**src/slu8_pkg.sv**
```systemverilog
package slu8_pkg;

  localparam int unsigned CfgWidth = 13;
  localparam int unsigned LenWidth = 13;

  typedef enum logic [1:0] {
    VerdictPending = 2'd0,
    VerdictValid   = 2'd1,
    VerdictReject  = 2'd2
  } verdict_e;

  typedef enum logic {
    CfgMaxBytes      = 1'b0,
    CfgMaxCodePoints = 1'b1
  } cfg_index_e;

  localparam logic [CfgWidth-1:0] MaxBytesReset      = 13'd4096;
  localparam logic [CfgWidth-1:0] MaxCodePointsReset = 13'd1024;

  localparam logic [7:0] ByteNul = 8'h00;
  localparam logic [7:0] ByteLf  = 8'h0a;
  localparam logic [7:0] ByteCr  = 8'h0d;

  localparam logic [7:0] Lead2Min = 8'hc2;
  localparam logic [7:0] Lead2Max = 8'hdf;
  localparam logic [7:0] Lead3Min = 8'he0;
  localparam logic [7:0] Lead3Max = 8'hef;
  localparam logic [7:0] Lead4Min = 8'hf0;
  localparam logic [7:0] Lead4Max = 8'hf4;

  localparam logic [20:0] CodeMax      = 21'h10ffff;
  localparam logic [20:0] SurrogateLo  = 21'h00d800;
  localparam logic [20:0] SurrogateHi  = 21'h00dfff;
  localparam logic [20:0] Min2Byte     = 21'h000080;
  localparam logic [20:0] Min3Byte     = 21'h000800;
  localparam logic [20:0] Min4Byte     = 21'h010000;

  typedef struct packed {
    verdict_e            verdict;
    logic [7:0]          data;
    logic [LenWidth-1:0] length;
    logic                last;
  } result_t;

endpackage

```
**src/slu8_line_core.sv**
```systemverilog
module slu8_line_core #(
  parameter int unsigned LINE_LIMIT = 4096
) (
  input  logic                          clk_i,
  input  logic                          rst_ni,
  input  logic                          valid_i,
  output logic                          ready_o,
  input  logic [7:0]                    data_i,
  input  logic [slu8_pkg::CfgWidth-1:0] max_bytes_i,
  input  logic [slu8_pkg::CfgWidth-1:0] max_code_points_i,
  output logic                          out_valid_o,
  input  logic                          out_ready_i,
  output slu8_pkg::result_t             result_o
);

  localparam int unsigned CntW = $clog2(LINE_LIMIT + 1);
  localparam int unsigned CmpW = (CntW > slu8_pkg::CfgWidth) ? CntW : slu8_pkg::CfgWidth;
  localparam logic [CmpW-1:0] LimitExt = CmpW'(LINE_LIMIT);

  logic [CntW-1:0] bytes_q, bytes_d;
  logic [1:0]      cont_q, cont_d;
  logic [1:0]      width_q, width_d;
  logic [20:0]     partial_q, partial_d;
  logic [CntW-1:0] count_q, count_d;
  logic            failed_q, failed_d;
  logic            out_valid_q;
  slu8_pkg::result_t result_q, result_d;

  logic            fire;
  logic [CmpW-1:0] bytes_ext, bytes_inc_ext, max_bytes_ext, limit, max_cp_ext, count_inc_ext;
  logic [CntW-1:0] bytes_inc, count_inc;
  logic            is_end, is_reject;
  logic [1:0]      cont_dec;
  logic [20:0]     pv_cont, fin_v;
  logic [1:0]      fin_w;
  logic            fin_form_bad, fin_over;

  assign ready_o = !out_valid_q || out_ready_i;
  assign fire    = valid_i && ready_o;

  assign bytes_ext     = CmpW'(bytes_q);
  assign bytes_inc     = bytes_q + 1'b1;
  assign bytes_inc_ext = CmpW'(bytes_inc);
  assign max_bytes_ext = CmpW'(max_bytes_i);
  assign limit         = (max_bytes_ext < LimitExt) ? max_bytes_ext : LimitExt;
  assign max_cp_ext    = CmpW'(max_code_points_i);

  assign is_end    = (data_i == slu8_pkg::ByteCr) || (data_i == slu8_pkg::ByteLf);
  assign is_reject = (data_i == slu8_pkg::ByteNul) || (bytes_ext >= limit);

  // Candidate code point: either the continuation completes one, or an ASCII byte.
  assign cont_dec = cont_q - 2'd1;
  assign pv_cont  = {partial_q[14:0], data_i[5:0]};
  assign fin_v    = (cont_q != 2'd0) ? pv_cont : {13'd0, data_i};
  assign fin_w    = (cont_q != 2'd0) ? width_q : 2'd0;

  assign fin_form_bad = (fin_w == 2'd1 && fin_v < slu8_pkg::Min2Byte) ||
                        (fin_w == 2'd2 && fin_v < slu8_pkg::Min3Byte) ||
                        (fin_w == 2'd3 && fin_v < slu8_pkg::Min4Byte) ||
                        (fin_v > slu8_pkg::CodeMax) ||
                        (fin_v >= slu8_pkg::SurrogateLo && fin_v <= slu8_pkg::SurrogateHi) ||
                        (fin_v == 21'd0) || (fin_v == 21'd10) || (fin_v == 21'd13);
  assign count_inc     = count_q + 1'b1;
  assign count_inc_ext = CmpW'(count_inc);
  assign fin_over      = count_inc_ext > max_cp_ext;

  always_comb begin
    bytes_d   = bytes_q;
    cont_d    = cont_q;
    width_d   = width_q;
    partial_d = partial_q;
    count_d   = count_q;
    failed_d  = failed_q;
    result_d.verdict = slu8_pkg::VerdictPending;
    result_d.data    = 8'd0;
    result_d.length  = bytes_ext[slu8_pkg::LenWidth-1:0];
    result_d.last    = 1'b1;

    if (is_end || is_reject) begin
      result_d.verdict = (is_end && !failed_q && cont_q == 2'd0) ?
                         slu8_pkg::VerdictValid : slu8_pkg::VerdictReject;
      bytes_d   = '0;
      cont_d    = 2'd0;
      width_d   = 2'd0;
      partial_d = 21'd0;
      count_d   = '0;
      failed_d  = 1'b0;
    end else begin
      bytes_d         = bytes_inc;
      result_d.data   = data_i;
      result_d.length = bytes_inc_ext[slu8_pkg::LenWidth-1:0];
      result_d.last   = 1'b0;
      if (!failed_q) begin
        if (cont_q != 2'd0 && data_i[7:6] != 2'b10) begin
          failed_d = 1'b1;
        end else if (cont_q != 2'd0 && cont_dec != 2'd0) begin
          partial_d = pv_cont;
          cont_d    = cont_dec;
        end else if (cont_q != 2'd0 || data_i < 8'h80) begin
          // Complete one code point.
          cont_d    = 2'd0;
          width_d   = 2'd0;
          partial_d = 21'd0;
          if (fin_form_bad) begin
            failed_d = 1'b1;
          end else begin
            count_d = count_inc;
            if (fin_over) begin
              failed_d = 1'b1;
            end
          end
        end else if (data_i >= slu8_pkg::Lead2Min && data_i <= slu8_pkg::Lead2Max) begin
          partial_d = {16'd0, data_i[4:0]};
          width_d   = 2'd1;
          cont_d    = 2'd1;
        end else if (data_i >= slu8_pkg::Lead3Min && data_i <= slu8_pkg::Lead3Max) begin
          partial_d = {17'd0, data_i[3:0]};
          width_d   = 2'd2;
          cont_d    = 2'd2;
        end else if (data_i >= slu8_pkg::Lead4Min && data_i <= slu8_pkg::Lead4Max) begin
          partial_d = {18'd0, data_i[2:0]};
          width_d   = 2'd3;
          cont_d    = 2'd3;
        end else begin
          failed_d = 1'b1;
        end
      end
    end
  end

  always_ff @(posedge clk_i or negedge rst_ni) begin
    if (!rst_ni) begin
      bytes_q     <= '0;
      cont_q      <= 2'd0;
      width_q     <= 2'd0;
      partial_q   <= 21'd0;
      count_q     <= '0;
      failed_q    <= 1'b0;
      out_valid_q <= 1'b0;
    end else begin
      if (fire) begin
        bytes_q     <= bytes_d;
        cont_q      <= cont_d;
        width_q     <= width_d;
        partial_q   <= partial_d;
        count_q     <= count_d;
        failed_q    <= failed_d;
        out_valid_q <= 1'b1;
      end else if (out_ready_i) begin
        out_valid_q <= 1'b0;
      end
    end
  end

  always_ff @(posedge clk_i) begin
    if (fire) begin
      result_q <= result_d;
    end
  end

  assign out_valid_o = out_valid_q;
  assign result_o    = result_q;

endmodule

```
**config.mk**
```make
export PLATFORM = sky130hd
export DESIGN_NAME = slu8_line_core
export DESIGN_NICKNAME = d
export VERILOG_FILES = /design/src/slu8_pkg.sv /design/src/slu8_line_core.sv
export SDC_FILE = /design/constraint.sdc
export NUM_CORES = 1
export LEC_CHECK = 0
export BUFFER_PORTS_ARGS = -buffer_cell sky130_fd_sc_hd__buf_2
export CORE_UTILIZATION = 52
export DETAILED_ROUTE_END_ITERATION = 8
export HOLD_SLACK_MARGIN = 0.08
export PLACE_DENSITY = 0.77
export RECOVER_POWER = 50
export SYNTH_ARGS = -nofsm -noshare
export SYNTH_HDL_FRONTEND = slang
export SYNTH_SLANG_ARGS = --single-unit
export TNS_END_PERCENT = 50
```
**constraint.sdc**
```tcl
create_clock -name clk_i -period 2.6 [get_ports clk_i]
set_input_delay 0.52 -clock clk_i [delete_from_list [all_inputs] [get_ports clk_i]]
set_output_delay 0.52 -clock clk_i [all_outputs]
set_load 0.05 [all_outputs]
```
; ---- Yosys cells after proc, flatten, opt, wreduce, memory -nomap -nowiden
; Cells that the tools add are included.
[word_totals]
ff_bits = 71
word_cells = 124
input_bits = 38
out_inout_bits = 26
[classes]
addsub = 3
mux = 44
reduce_logical = 38
eq_ne = 12
magnitude_cmp = 16
[op_table]
columns = operator, count
row1 = 2-to-1 mux 15 bit, 8
row2 = 2-to-1 mux 13 bit, 8
row3 = "== test 21 x 4 -> 1 bit, second input constant", 2
row4 = 2-to-1 mux 2 bit, 14
row5 = "adder 13 x 1 -> 13 bit, second input constant", 2
row6 = "greater-or-equal comparator 8 bit, second input constant", 3
row7 = "<= comparator 8 bit, second input constant", 3
row8 = "greater-or-equal comparator 21 x 16 -> 1 bit, second input constant", 1
row9 = "greater-than comparator 21 bit, second input constant", 1
row10 = "<= comparator 21 x 16 -> 1 bit, second input constant", 1
row11 = zero test 21 bit, 1
row12 = "< comparator 21 x 12 -> 1 bit, second input constant", 1
row13 = "< comparator 21 x 17 -> 1 bit, second input constant", 1
row14 = "< comparator 21 x 8 -> 1 bit, second input constant", 1
row15 = 2-to-1 mux 21 bit, 1
row16 = "== test 8 x 4 -> 1 bit, second input constant", 2
row17 = 2-to-1 mux 14 bit, 1
row18 = greater-or-equal comparator 13 bit, 1
row19 = greater-than comparator 13 bit, 1
row20 = "< comparator 13 bit, second input constant", 1
row21 = logical AND 1 bit, 12
row22 = logical OR 1 bit, 12
row23 = 2-to-1 mux 1 bit, 12
row24 = zero test 8 bit, 1
row25 = other kinds (14), 22

; ---- Logic depth before layout (Yosys ltp)
[logic_depth]
word_depth = 17
mapped_depth = 15
ltp_nobuf = 13

; ---- Worst setup path before layout
; No wires, ideal clock.
[synth_path]
path_kind = input to register
start = in max_bytes_i[12] in the netlist's numbering
end = reg result_q, in the netlist result_o[1], data pin
required_time_ns = 2.351
setup_slack_ns = -0.298
setup_ns = 0.249
t_arrival_ns = 2.649
stages = 14
cell_sequence = inv_1 -> clkbuf_1 -> nand2_1 -> ha_1 -> nand4_1 -> a211oi_1 -> o21a_1 -> or2_1 -> buf_6 -> inv_2 -> buf_6 -> buf_4 -> ha_1 -> inv_1
[synth_rtl]
columns = element, line_no
row1 = start: declaration, slu8_line_core.sv:9  ; input logic [slu8_pkg::CfgWidth-1:0] max_bytes_i,
row2 = end signal: assignment, slu8_line_core.sv:157  ; result_q <= result_d;
row3 = end: declaration, slu8_line_core.sv:27  ; slu8_pkg::result_t result_q, result_d;

; ---- Worst setup path after layout
[layout_path]
start = reg bytes_q[1], in the netlist bytes_ext[1]
end = reg bytes_q[12], in the netlist bytes_ext[12]
[layout_between]
elab_chain_len = 4
[layout_rtl]
columns = element, line_no
row1 = start: declaration, slu8_line_core.sv:20  ; logic [CntW-1:0] bytes_q, bytes_d;
row2 = start signal: assignment, slu8_line_core.sv:142  ; bytes_q <= bytes_d;
row3 = greater-or-equal comparator 13 bit, slu8_line_core.sv:49  ; assign is_reject = (data_i == slu8_pkg::ByteNul) || (bytes_ext >= limit);
row4 = logical OR 1 bit, slu8_line_core.sv:49
row5 = logical OR 1 bit, slu8_line_core.sv:79  ; if (is_end || is_reject) begin
row6 = 2-to-1 mux 13 bit (*), slu8_line_core.sv:79
; Mark *: on every way between the ends. The rest lies on a longest branch, timed or not.
; A chain may end at the register's enable or synchronous reset.

==> impl_results.html <==
<table>
<tr><th>Metric</th><th>Value</th></tr>
<tr><th colspan="2">GRT</th></tr>
<tr><td>Grt total ovfl</td><td>0</td></tr>
<tr><td>First-pass GRT wire length</td><td>about 16 mm</td></tr>
<tr><td>Total routing usage reported by global routing</td><td>24.1%</td></tr>
<tr><td>Number of antenna violations at the first check in global routing</td><td>0</td></tr>
<tr><td>Pin count of the biggest net entering global routing</td><td>25</td></tr>
<tr><td>Via count of the first global-routing pass</td><td>3488</td></tr>
<tr><th colspan="2">Worst setup path</th></tr>
<tr><td>Endpoint required time on the critical path</td><td>around 2.8 ns</td></tr>
<tr><td>Element type at the critical path end</td><td>flip-flop</td></tr>
<tr><td>Worst Path Arrival</td><td>2.70 ns</td></tr>
<tr><td>Classification of the worst setup path</td><td>flip-flop to flip-flop</td></tr>
<tr><td>CP Max Fanout</td><td>6</td></tr>
<tr><td>Kind of launch point of the worst setup path</td><td>flip-flop</td></tr>
<tr><th colspan="2">Routing</th></tr>
<tr><td>Via count normalized by instance count</td><td>5.80</td></tr>
<tr><td>Residual DRC</td><td>0</td></tr>
<tr><td>Routed wire length</td><td>10.1 mm</td></tr>
<tr><td>Wire per inst</td><td>16.0 um</td></tr>
<tr><td>Overall via count from detail_route</td><td>3646</td></tr>
<tr><td>Post-DRT Antenna Nets</td><td>0</td></tr>
<tr><td>Number of DRC violations after detailed-routing iteration 0</td><td>235</td></tr>
<tr><td>First-pass detailed-route iteration total</td><td>5</td></tr>
<tr><th colspan="2">Timing</th></tr>
<tr><td>Max-slew violations</td><td>0</td></tr>
<tr><td>Endpoints failing setup</td><td>0</td></tr>
<tr><td>Clock period minus worst slack</td><td>roughly 2.5 ns</td></tr>
<tr><td>Final Hold Violating Endpoints</td><td>0</td></tr>
<tr><td>Worst slew margin relative to its limit</td><td>13.7%</td></tr>
<tr><td>Highest attainable clock frequency</td><td>roughly 0.4 GHz</td></tr>
<tr><td>Crit share post-route</td><td>94.9%</td></tr>
<tr><td>Slew @ Worst Pin</td><td>1.29 ns</td></tr>
<tr><td>Worst setup skew after layout</td><td>0.0111 ns</td></tr>
<tr><td>Setup repair after global routing missed its margin</td><td>no</td></tr>
<tr><th colspan="2">Floorplanning</th></tr>
<tr><td>Die footprint</td><td>0.00860 mm2</td></tr>
<tr><td>Initial Utilization</td><td>between 50% and 60%</td></tr>
<tr><td>I/O pin cnt</td><td>64</td></tr>
<tr><td>Width of the die</td><td>92.8 um</td></tr>
<tr><td>Core area</td><td>0.00785 mm2</td></tr>
<tr><td>Site row count</td><td>32</td></tr>
<tr><td>Y dimension of the die</td><td>92.8 um</td></tr>
<tr><th colspan="2">Logic synthesis</th></tr>
<tr><td>Gate count after technology mapping</td><td>421</td></tr>
<tr><td>Number of unique standard cell types used by synthesis</td><td>60</td></tr>
<tr><td>Total of flip-flops plus latches after synthesis</td><td>71</td></tr>
<tr><td>Cell Area, Synth</td><td>0.00428 mm2</td></tr>
<tr><td>Cell types occupying the most area after synthesis</td><td>sky130_fd_sc_hd__dfrtp_1, sky130_fd_sc_hd__edfxtp_1, sky130_fd_sc_hd__ha_1, sky130_fd_sc_hd__a22o_1, sky130_fd_sc_hd__nand2_1</td></tr>
<tr><td>Async SR Flop Fraction</td><td>66.2%</td></tr>
<tr><td>Leading area contributor after synthesis</td><td>sky130_fd_sc_hd__dfrtp_1</td></tr>
<tr><td>Commonest register cell after synthesis</td><td>sky130_fd_sc_hd__dfrtp_1</td></tr>
<tr><td>Portion of synthesized cell area occupied by the leading cell type</td><td>about 27%</td></tr>
<tr><td>Sequential share of the synthesized area</td><td>between 40% and 50%</td></tr>
<tr><td>Number of enable-type register cells in the synthesized netlist</td><td>24</td></tr>
<tr><td>Post-synthesis net count</td><td>488</td></tr>
<tr><td>Average size of a mapped cell</td><td>10.2 um2</td></tr>
<tr><td>Synthesis warning total</td><td>0</td></tr>
<tr><th colspan="2">Placement</th></tr>
<tr><td>PortBufs</td><td>63</td></tr>
<tr><td>Gp weighted congestion</td><td>approximately 0.92</td></tr>
<tr><td>Estimated wirelength of the detail-placed design</td><td>between 7 and 8 mm</td></tr>
<tr><td>Post-placement cell area</td><td>0.00499 mm2</td></tr>
<tr><th colspan="2">Layout</th></tr>
<tr><td>Number of filler cells placed in the layout</td><td>613</td></tr>
<tr><td>Total area of multi-input combinational cells</td><td>0.00229 mm2</td></tr>
<tr><td>Number of antenna diodes</td><td>0</td></tr>
<tr><td>Area growth from synthesis to layout</td><td>23.0%</td></tr>
<tr><td>Sequential standard cell area</td><td>0.00190 mm2</td></tr>
<tr><td>Non-Filler Cell Area, Final</td><td>0.00527 mm2</td></tr>
<tr><td>Layout cell share with drive strength beyond 1</td><td>between 20 and 30%</td></tr>
<tr><td>Number of nets in the final layout</td><td>589</td></tr>
<tr><th colspan="2">Clock tree</th></tr>
<tr><td>Worst-skew pair later-pin latency</td><td>0.35 ns</td></tr>
<tr><td>Bufs on Longest Clock Path</td><td>2</td></tr>
<tr><td>H-tree depth</td><td>3</td></tr>
<tr><td>TritonCTS clock tree</td><td>done</td></tr>
<tr><td>Num Clock Sinks</td><td>71</td></tr>
<tr><td>Clock root buffer</td><td>sky130_fd_sc_hd__clkbuf_8</td></tr>
<tr><td>Total CTS buffers</td><td>9</td></tr>
<tr><td>Clock transition at path regs</td><td>~0.08 ns</td></tr>
<tr><th colspan="2">Power</th></tr>
<tr><td>Flop pwr share</td><td>36.0%</td></tr>
<tr><td>Leakage power of the design</td><td>about 2.4 nW</td></tr>
<tr><td>Cell internal pwr</td><td>0.00275 W</td></tr>
<tr><td>Post-layout total power</td><td>0.00447 W</td></tr>
<tr><td>Switching part of the total power</td><td>about two fifths</td></tr>
<tr><td>Reported net switching power</td><td>roughly 0.0017 W</td></tr>
<tr><td>Clk pwr share</td><td>23.1%</td></tr>
<tr><td>IR drop worst, VDD</td><td>0.376 mV</td></tr>
<tr><td>Pwr/cell area</td><td>848 mW/mm2</td></tr>
<tr><td>Part of the power in combinational logic</td><td>40.9%</td></tr>
<tr><th colspan="2">Min path</th></tr>
<tr><td>Type of the most critical hold path</td><td>primary input to flip-flop</td></tr>
<tr><th colspan="2">Outcome</th></tr>
<tr><td>Status</td><td>finished clean</td></tr>
<tr><th colspan="2">Job</th></tr>
<tr><td>Maximum Capacitance Violations</td><td>0</td></tr>
</table>
cell usage after synthesis, types with 2 or more instances:
library cell,instances
sky130_fd_sc_hd__buf_2,4
sky130_fd_sc_hd__ha_1,29
sky130_fd_sc_hd__mux2_2,2
sky130_fd_sc_hd__or2_1,2
sky130_fd_sc_hd__a32o_1,4
sky130_fd_sc_hd__nor2_1,28
sky130_fd_sc_hd__o31ai_2,6
sky130_fd_sc_hd__nor4_1,4
sky130_fd_sc_hd__edfxtp_1,24
sky130_fd_sc_hd__xnor2_1,16
sky130_fd_sc_hd__o211a_1,2
sky130_fd_sc_hd__nand4_1,4
sky130_fd_sc_hd__buf_6,4
sky130_fd_sc_hd__dfrtp_1,47
sky130_fd_sc_hd__nand2_1,44
sky130_fd_sc_hd__and2_1,9
sky130_fd_sc_hd__and3_1,6
sky130_fd_sc_hd__a211oi_1,3
sky130_fd_sc_hd__o21ai_0,24
sky130_fd_sc_hd__o21bai_1,2
sky130_fd_sc_hd__o21a_1,5
sky130_fd_sc_hd__o31ai_1,5
sky130_fd_sc_hd__nor2b_1,4
sky130_fd_sc_hd__a21oi_1,12
sky130_fd_sc_hd__a21o_1,7
sky130_fd_sc_hd__o211ai_1,2
sky130_fd_sc_hd__nand2b_1,4
sky130_fd_sc_hd__or2_2,5
sky130_fd_sc_hd__nand3_1,13
sky130_fd_sc_hd__nor2_4,2
sky130_fd_sc_hd__a22o_1,23
sky130_fd_sc_hd__o221ai_1,6
sky130_fd_sc_hd__buf_4,2
sky130_fd_sc_hd__inv_1,22
sky130_fd_sc_hd__clkbuf_1,4
sky130_fd_sc_hd__nor3_1,11
sky130_fd_sc_hd__xor2_1,7
power groups by stage:
stage	Sequential, W	Combinational, W	Clock (W)
floorplan	0.00181	0.00105	0
global placement	0.00161	0.00174	0
detailed placement	0.00161	0.00180	0
CTS	0.00159	0.00182	0.00104
global route	0.00163	0.00200	0.00110
finish	0.00161	0.00183	0.00103
final timing paths:
kind / start / end / slack (ns) / depth (start not counted)
max: bytes_ext[1]$_DFFE_PN0P_ / bytes_ext[12]$_DFFE_PN0P_ / 0.13 / 7
min: valid_i / out_valid_o$_DFFE_PN0P_ / 0.38 / 2
max in group asynchronous: rst_ni / count_q[2]$_DFFE_PN0P_ / 0.87 / 2
min reg2reg: partial_q[11]$_DFFE_PN0P_ / partial_q[11]$_DFFE_PN0P_ / 0.51 / 1
max reg2reg: bytes_ext[1]$_DFFE_PN0P_ / bytes_ext[12]$_DFFE_PN0P_ / 0.13 / 7
min in group asynchronous: rst_ni / cont_q[0]$_DFFE_PN0P_ / 0.44 / 1
cell usage in the layout (no fill, tap or decap), drive strengths merged, types with 3 or more instances in the layout:
| master | count |
|---|---|
| nand2 | 45 |
| or2 | 7 |
| inv | 24 |
| o21ai | 25 |
| xor2 | 7 |
| xnor2 | 16 |
| nand4 | 4 |
| a22o | 23 |
| nand3 | 13 |
| dfrtp | 47 |
| and2 | 9 |
| edfxtp | 24 |
| nor4 | 4 |
| nand2b | 4 |
| nor2 | 30 |
| and3 | 6 |
| o221ai | 6 |
| ha | 29 |
| clkbuf | 27 |
| o31ai | 11 |
| a21o | 7 |
| nor2b | 4 |
| a21oi | 12 |
| nor3 | 11 |
| a32o | 4 |
| buf | 89 |
| a211oi | 3 |
| o21a | 5 |
final cells by class:
cell class,instances,share of cell area (%)
clock inverter,5,1.50
timing repair buffer,105,11.9
clock buffer,11,2.90
sequential,71,36.0
multi-input combinational,312,43.5
inverter,23,1.73
tap,102,2.42
flip-flops by register name (all words and copies together) (netlist names):
signal / flops
bytes_ext: 13
cont_q: 2
count_q: 13
failed_q: 1
out_valid_o: 1
partial_q: 15
result_o: 24
width_q: 2
what timing repair did:
| action | CTS | global route |
|---|---|---|
| resized for setup | 3 | 8 |
| hold buffers | 0 | 0 |
| pin swaps | 3 | 9 |
| endpoints found under the setup margin | 1 | 4 |
| setup buffers | 2 | 4 |
metrics by stage:
stage	instances	hold slack, ns	TNS [ns]	util [%]	setup slack [ns]
final	629	0.383	0	67.1	0.132
after CTS	626	0.148	0	66.9	0.00442
after detailed placement	608	0.495	-8.50	63.6	-0.282
after floorplan	421	0.224	0	-	0.00277
after global placement	608	0.485	-3.88	63.6	-0.167
after global routing	629	0.370	0	67.1	0.00554
cells by family after synthesis:
family	share of synthesized area [%]
simple gates	17.1
fa+ha+maj	8.47
xor+xnor	4.70
compound gates	20.6
flops	44.3
buf+inv	4.35
mux	0.526
metal layers:
metal	up-vias	part of all wire, %	global-route usage [%]
met5	-	0	0
met4	0	1.8	10.4
met3	18	5.4	5.01
met2	139	47	37.7
met1	1745	45	32.6
li1	1744	-	-
worst max-delay path: stages (launching register included):
cell                      delay, ns
sky130_fd_sc_hd__dfrtp_1       0.47
sky130_fd_sc_hd__ha_1          0.29
sky130_fd_sc_hd__nand3_1       0.16
sky130_fd_sc_hd__nor3_1        0.42
sky130_fd_sc_hd__nand3_1       0.22
sky130_fd_sc_hd__or2_2         0.37
sky130_fd_sc_hd__a21o_1        0.19
sky130_fd_sc_hd__a22o_1        0.23
Note: power is estimated with default switching activity, not from simulation.
